### config.mk
export PLATFORM = sky130hd
export DESIGN_NAME = i2c_master_byte_engine_core
export DESIGN_NICKNAME = d
export VERILOG_FILES = /design/src/sv/i2c_mbe_pkg.sv /design/src/sv/i2c_mbe_front.sv /design/src/sv/i2c_mbe_back.sv /design/src/sv/i2c_master_byte_engine_core.sv
export SDC_FILE = /design/constraint.sdc
export NUM_CORES = 1
export LEC_CHECK = 0
export ABC_AREA = 1
export ABC_CLOCK_PERIOD_IN_PS = 6300
export BUFFER_PORTS_ARGS = -buffer_cell sky130_fd_sc_hd__buf_4
export CAP_MARGIN = 20
export CORE_ASPECT_RATIO = 2
export CORE_MARGIN = 2
export CORE_UTILIZATION = 45
export DETAILED_ROUTE_END_ITERATION = 8
export PLACE_DENSITY = 0.72
export SYNTH_ARGS = -nofsm -noshare
export SYNTH_HDL_FRONTEND = slang
export SYNTH_SLANG_ARGS = --single-unit
export TNS_END_PERCENT = 50
### constraint.sdc
create_clock -name clk -period 6.3 [get_ports clk]
set_input_delay 0 -clock clk [delete_from_list [all_inputs] [get_ports clk]]
set_output_delay 0 -clock clk [all_outputs]
set_load 0.005 [all_outputs]
### src/sv/i2c_mbe_pkg.sv
`timescale 1ns / 1ps

package i2c_mbe_pkg;

	// command codes on the input stream
	localparam logic [2:0] CMD_NONE  = 3'd0;
	localparam logic [2:0] CMD_START = 3'd1;
	localparam logic [2:0] CMD_STOP  = 3'd2;
	localparam logic [2:0] CMD_WRITE = 3'd3;
	localparam logic [2:0] CMD_READ  = 3'd4;

	// configuration register indexes
	localparam logic [1:0] CFG_TICKS_PER_US   = 2'd0;
	localparam logic [1:0] CFG_ACK_POLL_LIMIT = 2'd1;

	localparam int TPU_W       = 13;
	localparam int STREAM_W    = 16;
	localparam int CFG_INDEX_W = 2;

	// request queue between front and back
	localparam int QDEPTH = 2;
	localparam int QPTR_W = 1;
	localparam int QCNT_W = 2;

	typedef struct packed {
		logic [2:0] op;
		logic [7:0] tx_byte;
		logic       send_ack;
		logic       sda_in;
	} req_t;

endpackage

### src/sv/i2c_mbe_front.sv
`timescale 1ns / 1ps

module i2c_mbe_front (
	input  logic                           clk,
	input  logic                           arst_n,
	input  logic                           s_tvalid,
	output logic                           s_tready,
	input  logic [i2c_mbe_pkg::STREAM_W-1:0] s_tdata,
	output logic                           q_valid,
	output i2c_mbe_pkg::req_t              q_req,
	input  logic                           q_pop
);
	import i2c_mbe_pkg::*;

	req_t              fifo_q [QDEPTH];
	logic [QPTR_W-1:0] wr_q;
	logic [QPTR_W-1:0] rd_q;
	logic [QCNT_W-1:0] count_q;
	req_t              dec;
	logic              push;

	// unknown command codes are classified as no command
	always_comb begin
		dec.tx_byte  = s_tdata[10:3];
		dec.send_ack = s_tdata[11];
		dec.sda_in   = s_tdata[12];
		case (s_tdata[2:0])
			CMD_START: dec.op = CMD_START;
			CMD_STOP:  dec.op = CMD_STOP;
			CMD_WRITE: dec.op = CMD_WRITE;
			CMD_READ:  dec.op = CMD_READ;
			default:   dec.op = CMD_NONE;
		endcase
	end

	assign s_tready = (count_q != QCNT_W'(QDEPTH));
	assign push     = s_tvalid & s_tready;
	assign q_valid  = (count_q != '0);
	assign q_req    = fifo_q[rd_q];

	always_ff @(posedge clk) begin
		if (push) begin
			fifo_q[wr_q] <= dec;
		end
	end

	always_ff @(posedge clk or negedge arst_n) begin
		if (!arst_n) begin
			wr_q    <= '0;
			rd_q    <= '0;
			count_q <= '0;
		end else begin
			if (push) begin
				wr_q <= wr_q + 1'b1;
			end
			if (q_pop) begin
				rd_q <= rd_q + 1'b1;
			end
			case ({push, q_pop})
				2'b10:   count_q <= count_q + 1'b1;
				2'b01:   count_q <= count_q - 1'b1;
				default: count_q <= count_q;
			endcase
		end
	end

endmodule

### src/sv/i2c_mbe_back.sv
`timescale 1ns / 1ps

module i2c_mbe_back #(
	parameter int DELAY_COUNTER_WIDTH = 16
) (
	input  logic                              clk,
	input  logic                              arst_n,
	input  logic                              q_valid,
	input  i2c_mbe_pkg::req_t                 q_req,
	output logic                              q_pop,
	input  logic                              cfg_valid,
	input  logic [i2c_mbe_pkg::CFG_INDEX_W-1:0] cfg_index,
	input  logic [i2c_mbe_pkg::TPU_W-1:0]     cfg_data,
	output logic                              m_tvalid,
	input  logic                              m_tready,
	output logic [i2c_mbe_pkg::STREAM_W-1:0]  m_tdata
);
	import i2c_mbe_pkg::*;

	localparam int DW = DELAY_COUNTER_WIDTH;
	localparam int PW = TPU_W + 2;
	localparam int MW = (DW > PW) ? DW : PW;

	localparam logic [3:0] PH_IDLE = 4'd0;
	localparam logic [3:0] PH_ST_A = 4'd1;
	localparam logic [3:0] PH_ST_B = 4'd2;
	localparam logic [3:0] PH_SP_A = 4'd3;
	localparam logic [3:0] PH_SP_B = 4'd4;
	localparam logic [3:0] PH_WR_A = 4'd5;
	localparam logic [3:0] PH_WR_B = 4'd6;
	localparam logic [3:0] PH_WR_C = 4'd7;
	localparam logic [3:0] PH_WA_A = 4'd8;
	localparam logic [3:0] PH_WA_B = 4'd9;
	localparam logic [3:0] PH_RD_A = 4'd10;
	localparam logic [3:0] PH_RD_B = 4'd11;
	localparam logic [3:0] PH_AK_A = 4'd12;
	localparam logic [3:0] PH_AK_B = 4'd13;
	localparam logic [3:0] PH_AK_C = 4'd14;

	function automatic logic [DW-1:0] sat_delay(input logic [PW-1:0] p);
		logic [MW-1:0] pe;
		logic [MW-1:0] lim;
		pe  = MW'(p);
		lim = MW'({DW{1'b1}});
		if (pe > lim) begin
			pe = lim;
		end
		return pe[DW-1:0];
	endfunction

	logic [TPU_W-1:0] tpu_q;
	logic [7:0]       limit_q;

	logic [3:0]    phase_q;
	logic [2:0]    bit_q;
	logic [7:0]    shift_q;
	logic [DW-1:0] delay_q;
	logic [7:0]    poll_q;
	logic          scl_q;
	logic          sda_q;
	logic [7:0]    rx_q;
	logic          nack_q;
	logic          ack_choice_q;

	logic [3:0]    phase_d;
	logic [2:0]    bit_d;
	logic [7:0]    shift_d;
	logic [DW-1:0] delay_d;
	logic [7:0]    poll_d;
	logic          scl_d;
	logic          sda_d;
	logic [7:0]    rx_d;
	logic          nack_d;
	logic          ack_choice_d;
	logic          done_d;

	logic [DW-1:0] d1;
	logic [DW-1:0] d2;
	logic [DW-1:0] d4;
	logic [7:0]    poll_inc;

	logic                m_tvalid_q;
	logic [STREAM_W-1:0] m_tdata_q;

	assign d1 = sat_delay({2'b00, tpu_q});
	assign d2 = sat_delay({1'b0, tpu_q, 1'b0});
	assign d4 = sat_delay({tpu_q, 2'b00});
	assign poll_inc = (poll_q != 8'hFF) ? (poll_q + 8'd1) : poll_q;

	assign q_pop = q_valid & (~m_tvalid_q | m_tready);

	always_comb begin
		phase_d      = phase_q;
		bit_d        = bit_q;
		shift_d      = shift_q;
		delay_d      = delay_q;
		poll_d       = poll_q;
		scl_d        = scl_q;
		sda_d        = sda_q;
		rx_d         = rx_q;
		nack_d       = nack_q;
		ack_choice_d = ack_choice_q;
		done_d       = 1'b0;
		if (phase_q == PH_IDLE) begin
			case (q_req.op)
				CMD_START: begin
					sda_d   = 1'b1;
					scl_d   = 1'b1;
					delay_d = d4;
					phase_d = PH_ST_A;
				end
				CMD_STOP: begin
					scl_d   = 1'b1;
					sda_d   = 1'b0;
					delay_d = d4;
					phase_d = PH_SP_A;
				end
				CMD_WRITE: begin
					nack_d  = 1'b0;
					bit_d   = 3'd0;
					sda_d   = q_req.tx_byte[7];
					shift_d = {q_req.tx_byte[6:0], 1'b0};
					delay_d = d2;
					phase_d = PH_WR_A;
				end
				CMD_READ: begin
					ack_choice_d = q_req.send_ack;
					shift_d      = 8'd0;
					bit_d        = 3'd0;
					sda_d        = 1'b1;
					scl_d        = 1'b1;
					delay_d      = d2;
					phase_d      = PH_RD_A;
				end
				default: ;
			endcase
		end else if (delay_q > DW'(1)) begin
			delay_d = delay_q - DW'(1);
		end else begin
			case (phase_q)
				PH_ST_A: begin
					sda_d   = 1'b0;
					delay_d = d4;
					phase_d = PH_ST_B;
				end
				PH_ST_B: begin
					scl_d   = 1'b0;
					phase_d = PH_IDLE;
					done_d  = 1'b1;
				end
				PH_SP_A: begin
					sda_d   = 1'b1;
					delay_d = d4;
					phase_d = PH_SP_B;
				end
				PH_SP_B: begin
					phase_d = PH_IDLE;
					done_d  = 1'b1;
				end
				PH_WR_A: begin
					scl_d   = 1'b1;
					delay_d = d2;
					phase_d = PH_WR_B;
				end
				PH_WR_B: begin
					scl_d   = 1'b0;
					delay_d = d2;
					phase_d = PH_WR_C;
				end
				PH_WR_C: begin
					if (bit_q == 3'd7) begin
						sda_d   = 1'b1;
						delay_d = d1;
						phase_d = PH_WA_A;
					end else begin
						bit_d   = bit_q + 3'd1;
						sda_d   = shift_q[7];
						shift_d = {shift_q[6:0], 1'b0};
						delay_d = d2;
						phase_d = PH_WR_A;
					end
				end
				PH_WA_A: begin
					scl_d   = 1'b1;
					poll_d  = 8'd0;
					delay_d = d1;
					phase_d = PH_WA_B;
				end
				PH_WA_B: begin
					delay_d = '0;
					if (!q_req.sda_in) begin
						scl_d   = 1'b0;
						nack_d  = 1'b0;
						phase_d = PH_IDLE;
						done_d  = 1'b1;
					end else begin
						poll_d = poll_inc;
						if (poll_inc > limit_q) begin
							nack_d  = 1'b1;
							scl_d   = 1'b1;
							sda_d   = 1'b0;
							delay_d = d4;
							phase_d = PH_SP_A;
						end
					end
				end
				PH_RD_A: begin
					shift_d = {shift_q[6:0], q_req.sda_in};
					scl_d   = 1'b0;
					delay_d = d1;
					phase_d = PH_RD_B;
				end
				PH_RD_B: begin
					if (bit_q != 3'd7) begin
						bit_d   = bit_q + 3'd1;
						scl_d   = 1'b1;
						delay_d = d2;
						phase_d = PH_RD_A;
					end else begin
						rx_d    = shift_q;
						sda_d   = ~ack_choice_q;
						delay_d = d2;
						phase_d = PH_AK_A;
					end
				end
				PH_AK_A: begin
					scl_d   = 1'b1;
					delay_d = d2;
					phase_d = PH_AK_B;
				end
				PH_AK_B: begin
					scl_d   = 1'b0;
					delay_d = d2;
					phase_d = PH_AK_C;
				end
				PH_AK_C: begin
					if (ack_choice_q) begin
						sda_d = 1'b1;
					end
					phase_d = PH_IDLE;
					done_d  = 1'b1;
				end
				default: phase_d = PH_IDLE;
			endcase
		end
	end

	always_ff @(posedge clk or negedge arst_n) begin
		if (!arst_n) begin
			tpu_q   <= TPU_W'(1);
			limit_q <= 8'd250;
		end else if (cfg_valid) begin
			case (cfg_index)
				CFG_TICKS_PER_US:   tpu_q   <= cfg_data;
				CFG_ACK_POLL_LIMIT: limit_q <= cfg_data[7:0];
				default: ;
			endcase
		end
	end

	always_ff @(posedge clk or negedge arst_n) begin
		if (!arst_n) begin
			phase_q      <= PH_IDLE;
			bit_q        <= '0;
			shift_q      <= '0;
			delay_q      <= '0;
			poll_q       <= '0;
			scl_q        <= 1'b1;
			sda_q        <= 1'b1;
			rx_q         <= '0;
			nack_q       <= 1'b0;
			ack_choice_q <= 1'b0;
		end else if (q_pop) begin
			phase_q      <= phase_d;
			bit_q        <= bit_d;
			shift_q      <= shift_d;
			delay_q      <= delay_d;
			poll_q       <= poll_d;
			scl_q        <= scl_d;
			sda_q        <= sda_d;
			rx_q         <= rx_d;
			nack_q       <= nack_d;
			ack_choice_q <= ack_choice_d;
		end
	end

	always_ff @(posedge clk or negedge arst_n) begin
		if (!arst_n) begin
			m_tvalid_q <= 1'b0;
		end else if (q_pop) begin
			m_tvalid_q <= 1'b1;
		end else if (m_tready) begin
			m_tvalid_q <= 1'b0;
		end
	end

	always_ff @(posedge clk) begin
		if (q_pop) begin
			m_tdata_q <= {3'b000, nack_d, rx_d, done_d, (phase_d != PH_IDLE), sda_d, scl_d};
		end
	end

	assign m_tvalid = m_tvalid_q;
	assign m_tdata  = m_tdata_q;

endmodule

### src/sv/i2c_master_byte_engine_core.sv
// i2c master byte engine: one input request is one tick of the bus timer
// s_* channel: request per tick with an optional command (start, stop,
//   write byte, read byte) and the sampled sda level; codes 5 to 7 do nothing
// m_* channel: one result per request with the scl/sda drive levels, busy,
//   done pulse, last received byte and the ack error flag
// cfg_* channel: index 0 ticks_per_us, index 1 ack_poll_limit; always ready,
//   write only while no request is in flight
// a request passes the request queue and then one engine step into the
//   output register before its result can be taken
// throughput: 1 request per cycle while m_tready keeps the output register free
// bus waits of 1, 2 and 4 us run as many requests as n * ticks_per_us,
//   saturated to the delay counter width, and at least one request
// reset: bus released (scl and sda high), engine idle, queue and output empty,
//   ticks_per_us back to 1 and ack_poll_limit to 250
// receiver stall: the result waits in the output register, the 2-entry queue
//   keeps taking requests until full, then s_tready drops; nothing is lost
`timescale 1ns / 1ps

module i2c_master_byte_engine_core #(
	parameter int DELAY_COUNTER_WIDTH = 16
) (
	input  logic                              clk,
	input  logic                              arst_n,
	// request channel
	input  logic                              s_tvalid,
	output logic                              s_tready,
	// [2:0] command, [10:3] tx_byte, [11] send_ack, [12] sda_in, [15:13] zero
	input  logic [i2c_mbe_pkg::STREAM_W-1:0]  s_tdata,
	// result channel
	output logic                              m_tvalid,
	input  logic                              m_tready,
	// [0] scl_out, [1] sda_out, [2] busy_res, [3] done_res, [11:4] rx_byte,
	// [12] ack_error, [15:13] zero
	output logic [i2c_mbe_pkg::STREAM_W-1:0]  m_tdata,
	// configuration write channel
	input  logic                              cfg_valid,
	output logic                              cfg_ready,
	input  logic [i2c_mbe_pkg::CFG_INDEX_W-1:0] cfg_index,
	input  logic [i2c_mbe_pkg::TPU_W-1:0]     cfg_data
);
	import i2c_mbe_pkg::*;

	logic q_valid;
	logic q_pop;
	req_t q_req;

	// config registers take a write in any cycle
	assign cfg_ready = 1'b1;

	// front: decode the command and queue the request
	i2c_mbe_front u_front (
		.clk      (clk),
		.arst_n   (arst_n),
		.s_tvalid (s_tvalid),
		.s_tready (s_tready),
		.s_tdata  (s_tdata),
		.q_valid  (q_valid),
		.q_req    (q_req),
		.q_pop    (q_pop)
	);

	// back: bus sequencer, one step per popped request, output register
	i2c_mbe_back #(
		.DELAY_COUNTER_WIDTH (DELAY_COUNTER_WIDTH)
	) u_back (
		.clk       (clk),
		.arst_n    (arst_n),
		.q_valid   (q_valid),
		.q_req     (q_req),
		.q_pop     (q_pop),
		.cfg_valid (cfg_valid),
		.cfg_index (cfg_index),
		.cfg_data  (cfg_data),
		.m_tvalid  (m_tvalid),
		.m_tready  (m_tready),
		.m_tdata   (m_tdata)
	);

endmodule

==> results by group <==
Yosys
  • Cell with the most instances after synthesis: nand2_1
  • Mapped Cells: 872
  • Synth top area cells: dfrtp_1, edfxtp_1, nand2_1
  • Synth top area share: 0.249
  • Async SR Flop Fraction: 0.664
  • Mean area per synthesized cell: 7.84 sq um
  • Synth Flop Type: dfrtp_1
  • Top cells by count, synth: nand2_1, nor2_1, inv_1, dfrtp_1, o21ai_0
  • Cell area after synthesis: 6840 sq um
  • Unique masters post-synth: 49
  • Post-synth EDFFs: 39
  • Seq cells post-synth: 116
  • Post-synthesis sequential area ratio: 0.455
  • Synth area leader: dfrtp_1
  • Warnings from Yosys: 0

Route
  • 1st-iter DRT viols: 326
  • DRT Wirelength: 16.4 mm
  • Via density: 5.19
  • DRC: 0
  • Via count of the routed design: 5,981
  • Final ANT Viol Nets: 0
  • Pre-Repair DR Iteration Count: 5
  • DR WL/cell: 14.2 um

Worst hold path
  • Hold Path Class: in -> reg

Clock tree
  • Worst-case clock buffer depth: 2
  • Cts hold-fix bufs: 30
  • CTS resizes: 0
  • CTS root buf: clkbuf_16
  • CTS Sinks: 116
  • Postcts setup bufs: 0
  • CTS clk-pin slew, worst paths: 0.06 ns
  • CTS H-tree lvls: 4
  • CTS Buf Count: 17
  • Clk Latency, worst-skew pair: 0.42 ns
  • CTS tree: built

Global routing
  • Vias in the first global route: 5,787
  • Global-route wire length before repair: 26.9 mm
  • Initial antenna violation count: 0
  • Global Route Usage Sum: 0.210
  • Largest net degree at the start of global routing: 78
  • Grt total ovfl: 0

Place
  • # port buffers: 47
  • Dpl ws: 3.04 ns
  • Post-DP HPWL: 11.5 mm
  • Post-placement cell area: 7280 sq um
  • Placer Congestion: 0.955

STA
  • Worst slew pin tran: 1.03 ns
  • Final min period: 3.26 ns
  • Final setup vio count: 0
  • Setup WS post-layout: 3.04 ns
  • Final period util: 0.518
  • Max-slew headroom: 0.313
  • FMAX: 307 MHz
  • Clk_skew: 0.00991 ns
  • Final hold viol count: 0
  • Fin. max-slew vios: 0
  • Fin Setup TNS: 0 ns
  • Unrepaired setup endpoints after global routing: no

Die
  • Core area: 14,800 sq um
  • Full die area: 16,300 sq um
  • Initial Util: 0.461
  • IO Pins: 55
  • Horiz. Die Dim: 91.2 um
  • Die Y: 178 um
  • Number of cell rows: 63

Worst setup path
  • Crit Path Class: reg -> reg
  • Worst-path fanout max: 31
  • Crit path DAT: 3.54 ns
  • Startpoint types: flip-flop
  • CP Capture Type: flip-flop
  • CP Data Required Time: 6.58 ns

Final layout
  • Fin util: 0.556
  • Fin nets: 995
  • Area added between synthesis and finish: 20.4%
  • Final instance area: 8230 sq um
  • Ant. Diodes: 0
  • Layout cells sized above 1: 0.176
  • Fillers: 1,395
  • Reg area: 3110 sq um
  • Footprint of the multi-input gates: 3220 sq um

Power and ir drop
  • Peak supply drop: 333 uV
  • PwrDens: 446 nW/um^2
  • Power Total: 3.67 mW
  • Leakage power: 3.90 nW

Status
  • Outcome: finished, final reports clean

Run
  • Max cap viols: 0
## state kept, by name, summed over array words and instances (netlist names)
signal	flops
u_front.fifo_q	26
u_back.delay_q	16
u_back.m_tdata	13
u_back.tpu_q	13
u_back.limit_q	8
u_back.poll_q	8
u_back.rx_q	8
u_back.shift_q	8
u_back.phase_q	4
u_back.bit_q	3
u_front.count_q	2
u_back.ack_choice_q	1
u_back.m_tvalid	1
u_back.nack_q	1
u_back.scl_q	1
u_back.sda_q	1
u_front.rd_q	1
u_front.wr_q	1
## worst max-delay path: stages, from the launching register on
cell	delay, ns
dfrtp_1	0.48
nor2_2	0.22
inv_1	0.10
nor2_4	0.62
inv_1	0.62
nand2_1	0.40
nand2_1	0.11
nor2_2	0.14
o21ai_2	0.23
nand2_1	0.14
o21ai_2	0.05
## per-stage QoR
stage	cells	hold slack (ns)
after floorplan	874	-0.296
after global placement	1088	0.186
after detailed placement	1088	0.187
after CTS	1150	0.214
after global routing	1153	0.266
final	1153	0.227
## metal layers
layer  track usage  up-vias  wire length, um
met5             0        -                0
met1         0.214     2763             6030
met4         0.118        0              747
met2         0.395      179             8880
li1              -     2974                -
met3        0.0414       65              709
## kinds of logic after synthesis
kind of cell	after synthesis	synth area share
compound gates	150	0.131
fa+ha+maj	14	0.0256
simple gates	451	0.283
other cells	2	0.00110
flops	116	0.455
buf+inv	119	0.0765
xor+xnor	14	0.0179
mux	6	0.00970
## layout make-up
cell class | count | share of cell area
repair buffers | 82 | 0.0866
multi-input cells | 639 | 0.392
well taps | 195 | 0.0296
flip-flops and latches | 116 | 0.378
clock inverters | 15 | 0.0217
inverters | 89 | 0.0412
clock buffers | 17 | 0.0517
## placed cells by master, fill, tap and decap left out, types with 5 or more instances in the layout
| cell type | n |
|---|---|
| a21oi_2 | 6 |
| nand3_1 | 27 |
| nor2_2 | 7 |
| nand2_2 | 16 |
| inv_1 | 78 |
| ha_1 | 14 |
| nand4_1 | 14 |
| dfrtp_1 | 68 |
| dlygate4sd3_1 | 31 |
| clkbuf_16 | 17 |
| nor2_1 | 111 |
| o21ai_2 | 18 |
| a21oi_1 | 27 |
| buf_4 | 50 |
| xnor2_1 | 5 |
| nand2_1 | 254 |
| edfxtp_1 | 39 |
| mux2_2 | 5 |
| o21ai_0 | 63 |
| nor2_4 | 5 |
| inv_2 | 8 |
| a22oi_1 | 7 |
| nor3_1 | 5 |
| dfstp_2 | 9 |
| o21ai_1 | 13 |
| xor2_1 | 9 |
## final timing paths
kind	startpoint	to	slack [ns]	depth (start not counted)
setup / recovery	u_back.phase_q[2]$_DFFE_PN0P_	u_back.shift_q[5]$_DFFE_PN0P_	3.04	10
max in group asynchronous	arst_n	u_back.limit_q[1]$_DFFE_PN1P_	5.15	4
setup reg to reg	u_back.phase_q[2]$_DFFE_PN0P_	u_back.shift_q[5]$_DFFE_PN0P_	3.04	10
min in group asynchronous	arst_n	u_back.tpu_q[11]$_DFFE_PN0P_	0.51	3
hold reg to reg	u_back.nack_q$_DFFE_PN0P_	u_back.nack_q$_DFFE_PN0P_	0.48	2
hold / removal	cfg_index[1]	u_back.limit_q[7]$_DFFE_PN1P_	0.23	3
## power by group
group	switching [mW]	internal, mW
sequential	0.194	1.04
combinational	0.949	0.504
clock	0.363	0.624
total	1.51	2.16
Note: power is estimated with default switching activity, not from simulation.
